==> src/design/assert_macros.svh <==
// Assertion macros shared by the checksum block
`ifndef ASSERT_MACROS_SVH
`define ASSERT_MACROS_SVH

// Plain property check on the rising clock, off while reset is high
`define PRXC_ASSERT(lbl, prop, msg) \
   lbl: assert property (@(posedge clock) disable iff (reset) (prop)) else $error(msg);

// Same-cycle implication
`define PRXC_ASSERT_IMPL(lbl, ante, cons, msg) \
   `PRXC_ASSERT(lbl, (ante) |-> (cons), msg)

// Next-cycle implication
`define PRXC_ASSERT_NEXT(lbl, ante, cons, msg) \
   `PRXC_ASSERT(lbl, (ante) |=> (cons), msg)

`endif

==> src/design/prxc_pkg.sv <==
// Package: types and constants of the rotate-xor packet checksum
package prxc_pkg;

   localparam logic [31:0] SEED_CONST  = 32'hA5A5A5A5;
   localparam logic [31:0] FINAL_CONST = 32'h9E3779B9;
   localparam int unsigned ROT_AMOUNT  = 5;
   localparam int unsigned FOLD_SHIFT  = 16;
   localparam logic [1:0]  LANE_MASK   = 2'b11;

   typedef struct packed {
      logic [7:0]  data_byte;
      logic        byte_present;
      logic [15:0] packet_length;
      logic        last_item;
      logic [31:0] expected_sum;
   } req_item_type;

   // Input register contents handed to the core
   typedef struct packed {
      logic         valid;
      req_item_type item;
   } stage_type;

endpackage

==> src/design/prxc_if.sv <==
// Interfaces: request and response channels
interface prxc_req_if;
   logic        valid;
   logic        ready;
   logic [7:0]  data_byte;
   logic        byte_present;
   logic [15:0] packet_length;
   logic        last_item;
   logic [31:0] expected_sum;

   modport source (output valid, data_byte, byte_present, packet_length, last_item,
                   expected_sum, input ready);
   modport sink   (input valid, data_byte, byte_present, packet_length, last_item,
                   expected_sum, output ready);
endinterface

interface prxc_rsp_if;
   logic        valid;
   logic        ready;
   logic [31:0] sum_value;
   logic        sum_matches;
   logic        length_mismatch;

   modport source (output valid, sum_value, sum_matches, length_mismatch, input ready);
   modport sink   (input valid, sum_value, sum_matches, length_mismatch, output ready);
endinterface

==> src/design/prxc_in_reg.sv <==
// Input register: captures one request and holds it until the core takes it
module prxc_in_reg (
   input  logic                clock,
   input  logic                reset,
   prxc_req_if.sink            req_ch,
   input  logic                advance,
   output prxc_pkg::stage_type stage
);
   import prxc_pkg::*;

   logic         valid_ff, valid_in;
   req_item_type item_ff, item_in;
   logic         load;

   assign req_ch.ready = !valid_ff || advance;
   assign load         = req_ch.valid && req_ch.ready;

   always_comb begin
      valid_in = load || (valid_ff && !advance);
      item_in  = item_ff;
      if (load) begin
         item_in.data_byte     = req_ch.data_byte;
         item_in.byte_present  = req_ch.byte_present;
         item_in.packet_length = req_ch.packet_length;
         item_in.last_item     = req_ch.last_item;
         item_in.expected_sum  = req_ch.expected_sum;
      end
   end

   always_ff @(posedge clock) begin
      if (reset) begin
         valid_ff <= 1'b0;
      end else begin
         valid_ff <= valid_in;
      end
      item_ff <= item_in;
   end

   assign stage.valid = valid_ff;
   assign stage.item  = item_ff;

endmodule

==> src/design/prxc_core.sv <==
// Core: packet state, one-byte checksum update and result register
module prxc_core (
   input  logic                clock,
   input  logic                reset,
   input  prxc_pkg::stage_type stage,
   output logic                advance,
   prxc_rsp_if.source          rsp_ch
);
   import prxc_pkg::*;

   logic [31:0] word_ff, word_in;
   logic [15:0] count_ff, count_in;
   logic [15:0] length_ff, length_in;
   logic        in_packet_ff, in_packet_in;
   logic        over_ff, over_in;

   logic        rsp_valid_ff, rsp_valid_in;
   logic [31:0] sum_ff, sum_in;
   logic        match_ff, match_in;
   logic        mism_ff, mism_in;

   logic        first;
   logic [31:0] base_word, mixed, rotated, folded, lane_byte;
   logic [15:0] base_count, base_len, next_count;
   logic        base_over, next_over;
   logic [1:0]  lane;
   logic [31:0] next_word, sum;

   // Last items need the result slot; others always move on
   assign advance = stage.valid &&
                    (!stage.item.last_item || !rsp_valid_ff || rsp_ch.ready);

   always_comb begin
      first      = !in_packet_ff;
      base_word  = first ? (SEED_CONST ^ {16'd0, stage.item.packet_length}) : word_ff;
      base_count = first ? 16'd0 : count_ff;
      base_len   = first ? stage.item.packet_length : length_ff;
      base_over  = first ? 1'b0 : over_ff;

      lane      = base_count[1:0] & LANE_MASK;
      lane_byte = {24'd0, stage.item.data_byte} << {lane, 3'b000};
      mixed     = base_word ^ lane_byte;
      rotated   = (mixed << ROT_AMOUNT) | (mixed >> (32 - ROT_AMOUNT));
      folded    = rotated ^ (rotated >> FOLD_SHIFT);

      next_word  = stage.item.byte_present ? folded : base_word;
      next_count = base_count + {15'd0, stage.item.byte_present};
      next_over  = base_over || (stage.item.byte_present && (base_count == 16'hFFFF));

      sum = next_word ^ FINAL_CONST ^ {16'd0, base_len};

      word_in      = word_ff;
      count_in     = count_ff;
      length_in    = length_ff;
      over_in      = over_ff;
      in_packet_in = in_packet_ff;
      if (advance) begin
         word_in      = next_word;
         count_in     = next_count;
         length_in    = base_len;
         over_in      = next_over;
         in_packet_in = !stage.item.last_item;
      end

      rsp_valid_in = rsp_valid_ff && !rsp_ch.ready;
      sum_in       = sum_ff;
      match_in     = match_ff;
      mism_in      = mism_ff;
      if (advance && stage.item.last_item) begin
         rsp_valid_in = 1'b1;
         sum_in       = sum;
         match_in     = (sum == stage.item.expected_sum);
         mism_in      = next_over || (next_count != base_len);
      end
   end

   always_ff @(posedge clock) begin
      if (reset) begin
         in_packet_ff <= 1'b0;
         rsp_valid_ff <= 1'b0;
      end else begin
         in_packet_ff <= in_packet_in;
         rsp_valid_ff <= rsp_valid_in;
      end
      word_ff   <= word_in;
      count_ff  <= count_in;
      length_ff <= length_in;
      over_ff   <= over_in;
      sum_ff    <= sum_in;
      match_ff  <= match_in;
      mism_ff   <= mism_in;
   end

   assign rsp_ch.valid           = rsp_valid_ff;
   assign rsp_ch.sum_value       = sum_ff;
   assign rsp_ch.sum_matches     = match_ff;
   assign rsp_ch.length_mismatch = mism_ff;

endmodule

==> src/design/packet_rotate_xor_checksum.sv <==
// A request taken sits in the input register; when the core consumes a last request, its
//    response is loaded into the result register and shown as valid from there.
// Throughput: one request per cycle while no last request waits for the result slot.
// Non-last requests keep flowing while a response waits; a last request waits for the slot.
// Reset (synchronous, active high) empties both registers and returns to awaiting the
//    first request of a packet.
`include "assert_macros.svh"

module packet_rotate_xor_checksum (
   input  logic       clock,
   input  logic       reset,
   prxc_req_if.sink   req_ch,
   prxc_rsp_if.source rsp_ch
);
   import prxc_pkg::*;

   stage_type stage;   // input register contents
   logic      advance; // core consumes the held request this cycle

   // Input register: ready while empty or being drained
   prxc_in_reg u_in_reg (
      .clock   (clock),
      .reset   (reset),
      .req_ch  (req_ch),
      .advance (advance),
      .stage   (stage)
   );

   // Core: seeds on the first request of a packet, folds each byte into
   // its lane, rotates by five and xors in the upper half; on the last
   // request it loads the finished checksum and both flags
   prxc_core u_core (
      .clock   (clock),
      .reset   (reset),
      .stage   (stage),
      .advance (advance),
      .rsp_ch  (rsp_ch)
   );

   // A new response only follows a last request leaving the input register
   `PRXC_ASSERT_IMPL(a_rsp_from_last, $rose(rsp_ch.valid),
      $past(advance && stage.item.last_item), "response without a last request")

   // Back-pressure on requests only when the input register is occupied
   `PRXC_ASSERT_IMPL(a_stall_full, !req_ch.ready, stage.valid && !advance,
      "request stalled with room in the input register")

   // A held request that is not consumed stays put
   `PRXC_ASSERT_NEXT(a_hold_stage, stage.valid && !advance,
      stage.valid && $stable(stage.item), "held request lost or altered")

endmodule

==> src/flat_wrapper.sv <==
// flat-port wrapper written by rule: the top's interface ports become plain ports
module packet_rotate_xor_checksum_flat import prxc_pkg::*;
  (clock, reset, req_ch_valid, req_ch_data_byte, req_ch_byte_present, req_ch_packet_length, req_ch_last_item, req_ch_expected_sum, req_ch_ready, rsp_ch_valid, rsp_ch_sum_value, rsp_ch_sum_matches, rsp_ch_length_mismatch, rsp_ch_ready);
  prxc_req_if req_ch_i ();
  prxc_rsp_if rsp_ch_i ();
  input  logic clock;
  input  logic reset;
  input wire logic [$bits(req_ch_i.valid)-1:0] req_ch_valid;
  input wire logic [$bits(req_ch_i.data_byte)-1:0] req_ch_data_byte;
  input wire logic [$bits(req_ch_i.byte_present)-1:0] req_ch_byte_present;
  input wire logic [$bits(req_ch_i.packet_length)-1:0] req_ch_packet_length;
  input wire logic [$bits(req_ch_i.last_item)-1:0] req_ch_last_item;
  input wire logic [$bits(req_ch_i.expected_sum)-1:0] req_ch_expected_sum;
  output wire logic [$bits(req_ch_i.ready)-1:0] req_ch_ready;
  output wire logic [$bits(rsp_ch_i.valid)-1:0] rsp_ch_valid;
  output wire logic [$bits(rsp_ch_i.sum_value)-1:0] rsp_ch_sum_value;
  output wire logic [$bits(rsp_ch_i.sum_matches)-1:0] rsp_ch_sum_matches;
  output wire logic [$bits(rsp_ch_i.length_mismatch)-1:0] rsp_ch_length_mismatch;
  input wire logic [$bits(rsp_ch_i.ready)-1:0] rsp_ch_ready;
  assign req_ch_i.valid = req_ch_valid;
  assign req_ch_i.data_byte = req_ch_data_byte;
  assign req_ch_i.byte_present = req_ch_byte_present;
  assign req_ch_i.packet_length = req_ch_packet_length;
  assign req_ch_i.last_item = req_ch_last_item;
  assign req_ch_i.expected_sum = req_ch_expected_sum;
  assign req_ch_ready = req_ch_i.ready;
  assign rsp_ch_valid = rsp_ch_i.valid;
  assign rsp_ch_sum_value = rsp_ch_i.sum_value;
  assign rsp_ch_sum_matches = rsp_ch_i.sum_matches;
  assign rsp_ch_length_mismatch = rsp_ch_i.length_mismatch;
  assign rsp_ch_i.ready = rsp_ch_ready;
  packet_rotate_xor_checksum u_core (.clock(clock), .reset(reset), .req_ch(req_ch_i), .rsp_ch(rsp_ch_i));
endmodule
==> config.mk <==
export PLATFORM = sky130hd
export DESIGN_NAME = packet_rotate_xor_checksum_flat
export DESIGN_NICKNAME = d
export VERILOG_FILES = /design/src/design/prxc_pkg.sv /design/src/design/prxc_if.sv /design/src/design/prxc_in_reg.sv /design/src/design/prxc_core.sv /design/src/design/packet_rotate_xor_checksum.sv /design/src/flat_wrapper.sv
export VERILOG_INCLUDE_DIRS = /design/src /design/src/design
export SDC_FILE = /design/constraint.sdc
export NUM_CORES = 1
export LEC_CHECK = 0
export ABC_CLOCK_PERIOD_IN_PS = 4200
export BUFFER_PORTS_ARGS = -buffer_cell sky130_fd_sc_hd__clkbuf_2
export CELL_PAD_IN_SITES_DETAIL_PLACEMENT = 0
export CELL_PAD_IN_SITES_GLOBAL_PLACEMENT = 1
export CORE_ASPECT_RATIO = 0.9
export CORE_MARGIN = 1
export CORE_UTILIZATION = 43
export CTS_CLUSTER_DIAMETER = 200
export DETAILED_ROUTE_END_ITERATION = 10
export GPL_ROUTABILITY_DRIVEN = 0
export PLACE_DENSITY = 0.84
export REMOVE_ABC_BUFFERS = 1
export SKIP_LAST_GASP = 1
export SLEW_MARGIN = 20
export SYNTH_ARGS = -nofsm -noshare
export SYNTH_HDL_FRONTEND = slang
export SYNTH_SLANG_ARGS = --single-unit
==> constraint.sdc <==
create_clock -name clock -period 4.2 [get_ports clock]
set_input_delay 0.84 -clock clock [delete_from_list [all_inputs] [get_ports clock]]
set_output_delay 0.84 -clock clock [all_outputs]
set_load 0.02 [all_outputs]
* Word-level counts from Yosys, hierarchy flattened *
Cells that the tools add are included.

cells by class
  add/sub/neg operators = 1
  equality and inequality tests = 3
  shifts and indexed selects = 1
  muxes and demuxes = 6
  bitwise logic cells = 6
  reductions and logical operators = 17

operators by type and width
  operator              count
  $mux 32               2
  $xor 32x16->32        2
  $eq 32x32->1          1
  $mux 16               2
  $or 32x5->32          1
  $shl 8x5->32          1
  $xor 32x32->32        1
  $not 20->20           1
  $add 16x1->16         1
  $eq 16x16->1 const B  1
  $ne 16x16->1          1
  $not 8->16            1
  $logic_and 1x1->1     6
  $logic_or 1x1->1      6
  $logic_not 1->1       5
  $mux 1                2

storage, ports and cells
  register bits = 160
  bits of input ports = 62
  output and inout port bits = 36
  word-level logic and storage cells = 49

* Longest topological paths before layout *
  depth after elaboration = 9
  mapped depth = 11
  mapped depth without buffers = 8

* By module *
A second synthesis with hierarchy kept.

second synthesis, totals
  cells, all modules = 773
  area, all modules = 8834.7 um^2

modules (own cells, without submodules)
  module       instances  cells each  area an instance (um^2)  seq. area each (um^2)
  prxc_core    1          709         7030.5                   3012.9
  prxc_in_reg  1          64          1804.2                   1761.7

* Least setup slack after synthesis *
OpenSTA, ideal clock, no wires.

  path type = input port to flip-flop
  start point = input port rsp_ch_ready
  end point = register u_core.u_in_reg.item_ff (netlist bit u_core.u_in_reg.stage[0]), enable pin
  library setup time = 0.509 ns
  data arrival time = 3.862 ns
  required time = 3.691 ns
  slack = -0.171 ns
  stages on the path = 2
  path buffers = 0
  cell sequence = nor2b_1 a31oi_1

on the way
  word-level cells in the longest chain between the ends = 4

RTL lines
  item                      line                text
  start, declared           flat_wrapper.sv:19  input wire logic [$bits(rsp_ch_i.ready)-1:0] rsp_ch_ready;
  $logic_or 1x1->1          prxc_core.sv:31     (!stage.item.last_item || !rsp_valid_ff || rsp_ch.ready);
  $logic_and 1x1->1         prxc_core.sv:30     assign advance = stage.valid &&
  $logic_or 1x1->1          prxc_in_reg.sv:15   assign req_ch.ready = !valid_ff || advance;
  $logic_and 1x1->1         prxc_in_reg.sv:16   assign load = req_ch.valid && req_ch.ready;
  net u_core.u_in_reg.load  prxc_in_reg.sv:13   logic load;
  end signal, assigned      prxc_in_reg.sv:36   item_ff <= item_in;
  end, declared             prxc_in_reg.sv:12   req_item_type item_ff, item_in;

The timed path passes the listed nets, and every way through them passes these cells.
A chain may end at the register's enable or synchronous reset.

* Worst setup path after layout *
  start point = register u_core.u_core.count_ff[1]
  end point = register u_core.u_core.match_ff (netlist: u_core.u_core.rsp_ch.sum_matches) (data pin)

on the way
  word-level cells in the longest chain between the ends = 9

RTL lines
  item                    line             text
  start, declared         prxc_core.sv:12  logic [15:0] count_ff, count_in;
  start signal, assigned  prxc_core.sv:86  count_ff <= count_in;
  $mux 16 *               prxc_core.sv:36  base_count = first ? 16'd0 : count_ff;
  $shl 8x5->32 *          prxc_core.sv:41  lane_byte = {24'd0, stage.item.data_byte} << {lane, 3'b000};
  $xor 32x32->32 *        prxc_core.sv:42  mixed = base_word ^ lane_byte;
  $or 32x5->32 *          prxc_core.sv:43  rotated = (mixed << ROT_AMOUNT) | (mixed >> (32 - ROT_AMOUNT));
  $xor 32x16->32 *        prxc_core.sv:44  folded = rotated ^ (rotated >> FOLD_SHIFT);
  $mux 32 *               prxc_core.sv:46  next_word = stage.item.byte_present ? folded : base_word;
  $not 20->20 (no line)   n/a
  $xor 32x16->32 *        prxc_core.sv:50  sum = next_word ^ FINAL_CONST ^ {16'd0, base_len};
  $eq 32x32->1 *          prxc_core.sv:72  match_in = (sum == stage.item.expected_sum);
  end signal, assigned    prxc_core.sv:90  match_ff <= match_in;
  end, declared           prxc_core.sv:19  logic match_ff, match_in;

Mark *: on every way between the ends. The rest lies on a longest branch, timed or not.

==> summary.txt <==
Clock tree
  – Clk buf depth: 2
  – Hold_buf cts: 0
  – CTS H-Tree Depth: 4
  – Total CTS buffers: 17
  – Sink Count: 160
  – TritonCTS clock tree: yes
  – Worst-path clk slew: 0.07 ns
  – Post_cts resized: 0
  – CTS Root Cell: clkbuf_16
  – Post-CTS Setup Inserts: 0
  – Clk_lat worst skew: 0.44 ns

GRT
  – Pin count of the biggest net entering global routing: 44
  – Antenna violations before repair: 0
  – Overflow after GRT: 0
  – Global-route usage over all layers: 0.233
  – First-pass GRT wire length: 35,700 um
  – Vias in the first global route: 6,171

STA
  – Final period util: 0.811
  – Worst setup margin: 0.793 ns
  – Skew final: 0.00844 ns
  – Slew headroom: 0.323
  – Worst slew pin tran: 1.02 ns
  – RSZ-0062 raised after global routing: false
  – Final setup viols: 0
  – Highest clock rate: 293 MHz
  – Total negative slack: 0 ns
  – Hold Slack: 0.575 ns
  – Tmin final: 3.41 ns
  – Final hold violation count: 0
  – Final Max Slew Viols: 0

Setup path
  – Flop2flop setup slack: 0.79 ns
  – Worst setup startpoint: u_core.u_core.count_ff[1]
  – CP Max Fanout: 23
  – Top Family by Delay on Critical Path: compound AO/OA/AOI/OAI gates
  – Worst reg2reg startpoint: u_core.u_core.count_ff[1]
  – R2R Path End: u_core.u_core.rsp_ch.sum_matches
  – Crit Path Class: reg -> reg
  – CP bufs+invs: 0
  – Worst path slowest cell: edfxtp_1
  – Worst Path Required: 4.44 ns
  – Crit-path cells: nand3b_1 -> xor2_1 -> o221ai_1 -> a21oi_1 -> a41oi_1 -> nor4_1 -> o2111ai_1 -> a2111oi_2
  – Worst Setup Start Kind: register
  – Reg2Reg Depth: 8
  – Worst setup EP type: register
  – Arrival time at the worst endpoint: 3.65 ns
  – Slowest stage delay, CP: 0.99 ns

Pwr
  – Switching part of the total: 0.276
  – Clock power frac: 0.378
  – Peak VDD IR: 0.000313 V
  – Pwr per Cell Area: 405 mW/mm2
  – Pleak: 3.66 nW
  – Internal power: 2.96 mW
  – NetSw: 1.13 mW
  – Comb power frac: 0.143
  – Reg power frac: 0.480

Die
  – Row count: 49
  – I/O pins: 98
  – Die height: 138 um
  – Area of the core: 0.0200 mm2
  – Starting density of the core: 0.440
  – Die W: 153 um
  – Die ar.: 0.0211 mm2

Finish
  – Fillers: 1,779
  – Nets: 921
  – P&R area growth vs syn: 14.6%
  – Share of layout cells above drive strength 1: 0.197
  – Fin util: 0.504
  – Antenna cells: 0
  – Most frequent cells in the layout: edfxtp_1 (157), clkbuf_2 (97), xnor2_1 (78), xor2_1 (57), nor2_1 (54)
  – Most common cell after layout, fill and taps aside: edfxtp_1
  – Fin area: 0.0101 mm2

Flow run
  – Max-Cap Viols: 0

Placed design
  – Dpl hpwl: 16,900 um
  – DP Worst Slack: 0.964 ns
  – IO Port Bufs: 97
  – Placed cell areas: 0.00952 mm2

Yosys
  – Post-synth ARST share: 0
  – Top FF cell, synth: edfxtp_1
  – Netlist Area Pre-Place: 0.00881 mm2
  – FF+latch count, synth: 160
  – Syn Inst Count: 770
  – Warnings from Yosys: 0
  – Number of enable flip-flop cells after synthesis: 157
  – Syn avg cell area: 11.4 um2
  – Yosys cell types: 71
  – Seq/Total Area, Yosys: 0.542

Status
  – Status: finished, final reports clean

Route
  – Vias: 6,290
  – # DRC: 0
  – Via density per instance: 5.58
  – Final WL: 23,400 um
  – Routed WL per cell: 20.8 um
  – Final ANT Viol Nets: 0
  – DR pass1 iterations: 5
  – Initial drt markers: 614

Worst hold path
  – WHS Path Cells: 1
  – Hold Crit Class: in -> reg
  – Worst hold start: req_ch_expected_sum[26]
  – Hold path endpoint: u_core.u_in_reg.stage[26]
[cell usage after synthesis, drive strengths merged, types with 7 or more instances]
cell    count  area [um2]
buf        28         183
nor4        7        58.8
a31oi       8        50.1
inv        45         169
nor2       54         203
xnor2      79         699
nor2b      19         119
a21o        8        60.1
nand2      52         195
xor2       58         516
nand3      16        80.1
nor3       14        70.1
a21oi      47         246
edfxtp    157        4710
nand2b     12        75.1
clkbuf     11        42.5
and3        8        51.3
o21ai      33         165
mux2i      14         178
nand3b     11        82.6
[per-stage QoR]
stage	power, mW	instances
6_report	4.09	1127
5_1_grt	4.23	1127
4_1_cts	4.11	1127
3_5_place_dp	2.57	1095
3_3_place_gp	2.56	1095
2_1_floorplan	2.36	731
[state kept, by name, indices dropped and copies added, names as in the netlist, 16 cells and up]
register                        cells
u_core.u_core.rsp_ch.sum_value     32
u_core.u_core.length_ff            16
u_core.u_in_reg.stage              58
u_core.u_core.count_ff             16
u_core.u_core.word_ff              32
[how the worst max path moves through the flow]
stage	endpoint	cells past startpoint
2_1_floorplan	u_core.u_core.rsp_ch.sum_matches	8
3_3_place_gp	u_core.u_core.rsp_ch.sum_matches	8
3_5_place_dp	u_core.u_core.rsp_ch.sum_matches	8
4_1_cts	u_core.u_core.rsp_ch.sum_matches	8
5_1_grt	u_core.u_core.rsp_ch.sum_matches	8
6_report	u_core.u_core.rsp_ch.sum_matches	8
[layout make-up]
cell class	instances	area, um2	area share
flip-flops and latches	160	4780	0.473
well taps	255	319	0.0316
repair buffers	109	588	0.0583
inverters	45	169	0.0167
clock inverters	12	123	0.0121
multi-input cells	526	3660	0.363
clock buffers	20	457	0.0452
[metal layers]
metal  share of wire  global-route usage  routed length, um  vias to the layer above
li1                -                   -                  -                     2960
met1            0.44               0.311              10300                     3008
met2            0.45               0.355              10500                      266
met3           0.081              0.0585               1900                       56
met4           0.033               0.113                774                        0
met5               0                   0                  0                        -
[power groups by stage]
stage	Combinational (mW)	Clock (mW)	Sequential, mW
after CTS	0.578	1.57	1.96
after floorplan	0.372	0	1.99
final	0.583	1.54	1.96
after global routing	0.634	1.63	1.97
after detailed placement	0.573	0	1.99
after global placement	0.568	0	1.99
[cell families after synthesis]
logic type      Yosys count  synth area share
compound gates          152             0.119
flops                   160             0.542
simple gates            215             0.124
buf+inv                  84            0.0447
mux                      22            0.0329
xor+xnor                137             0.138
(Power assumes the default switching activity.)
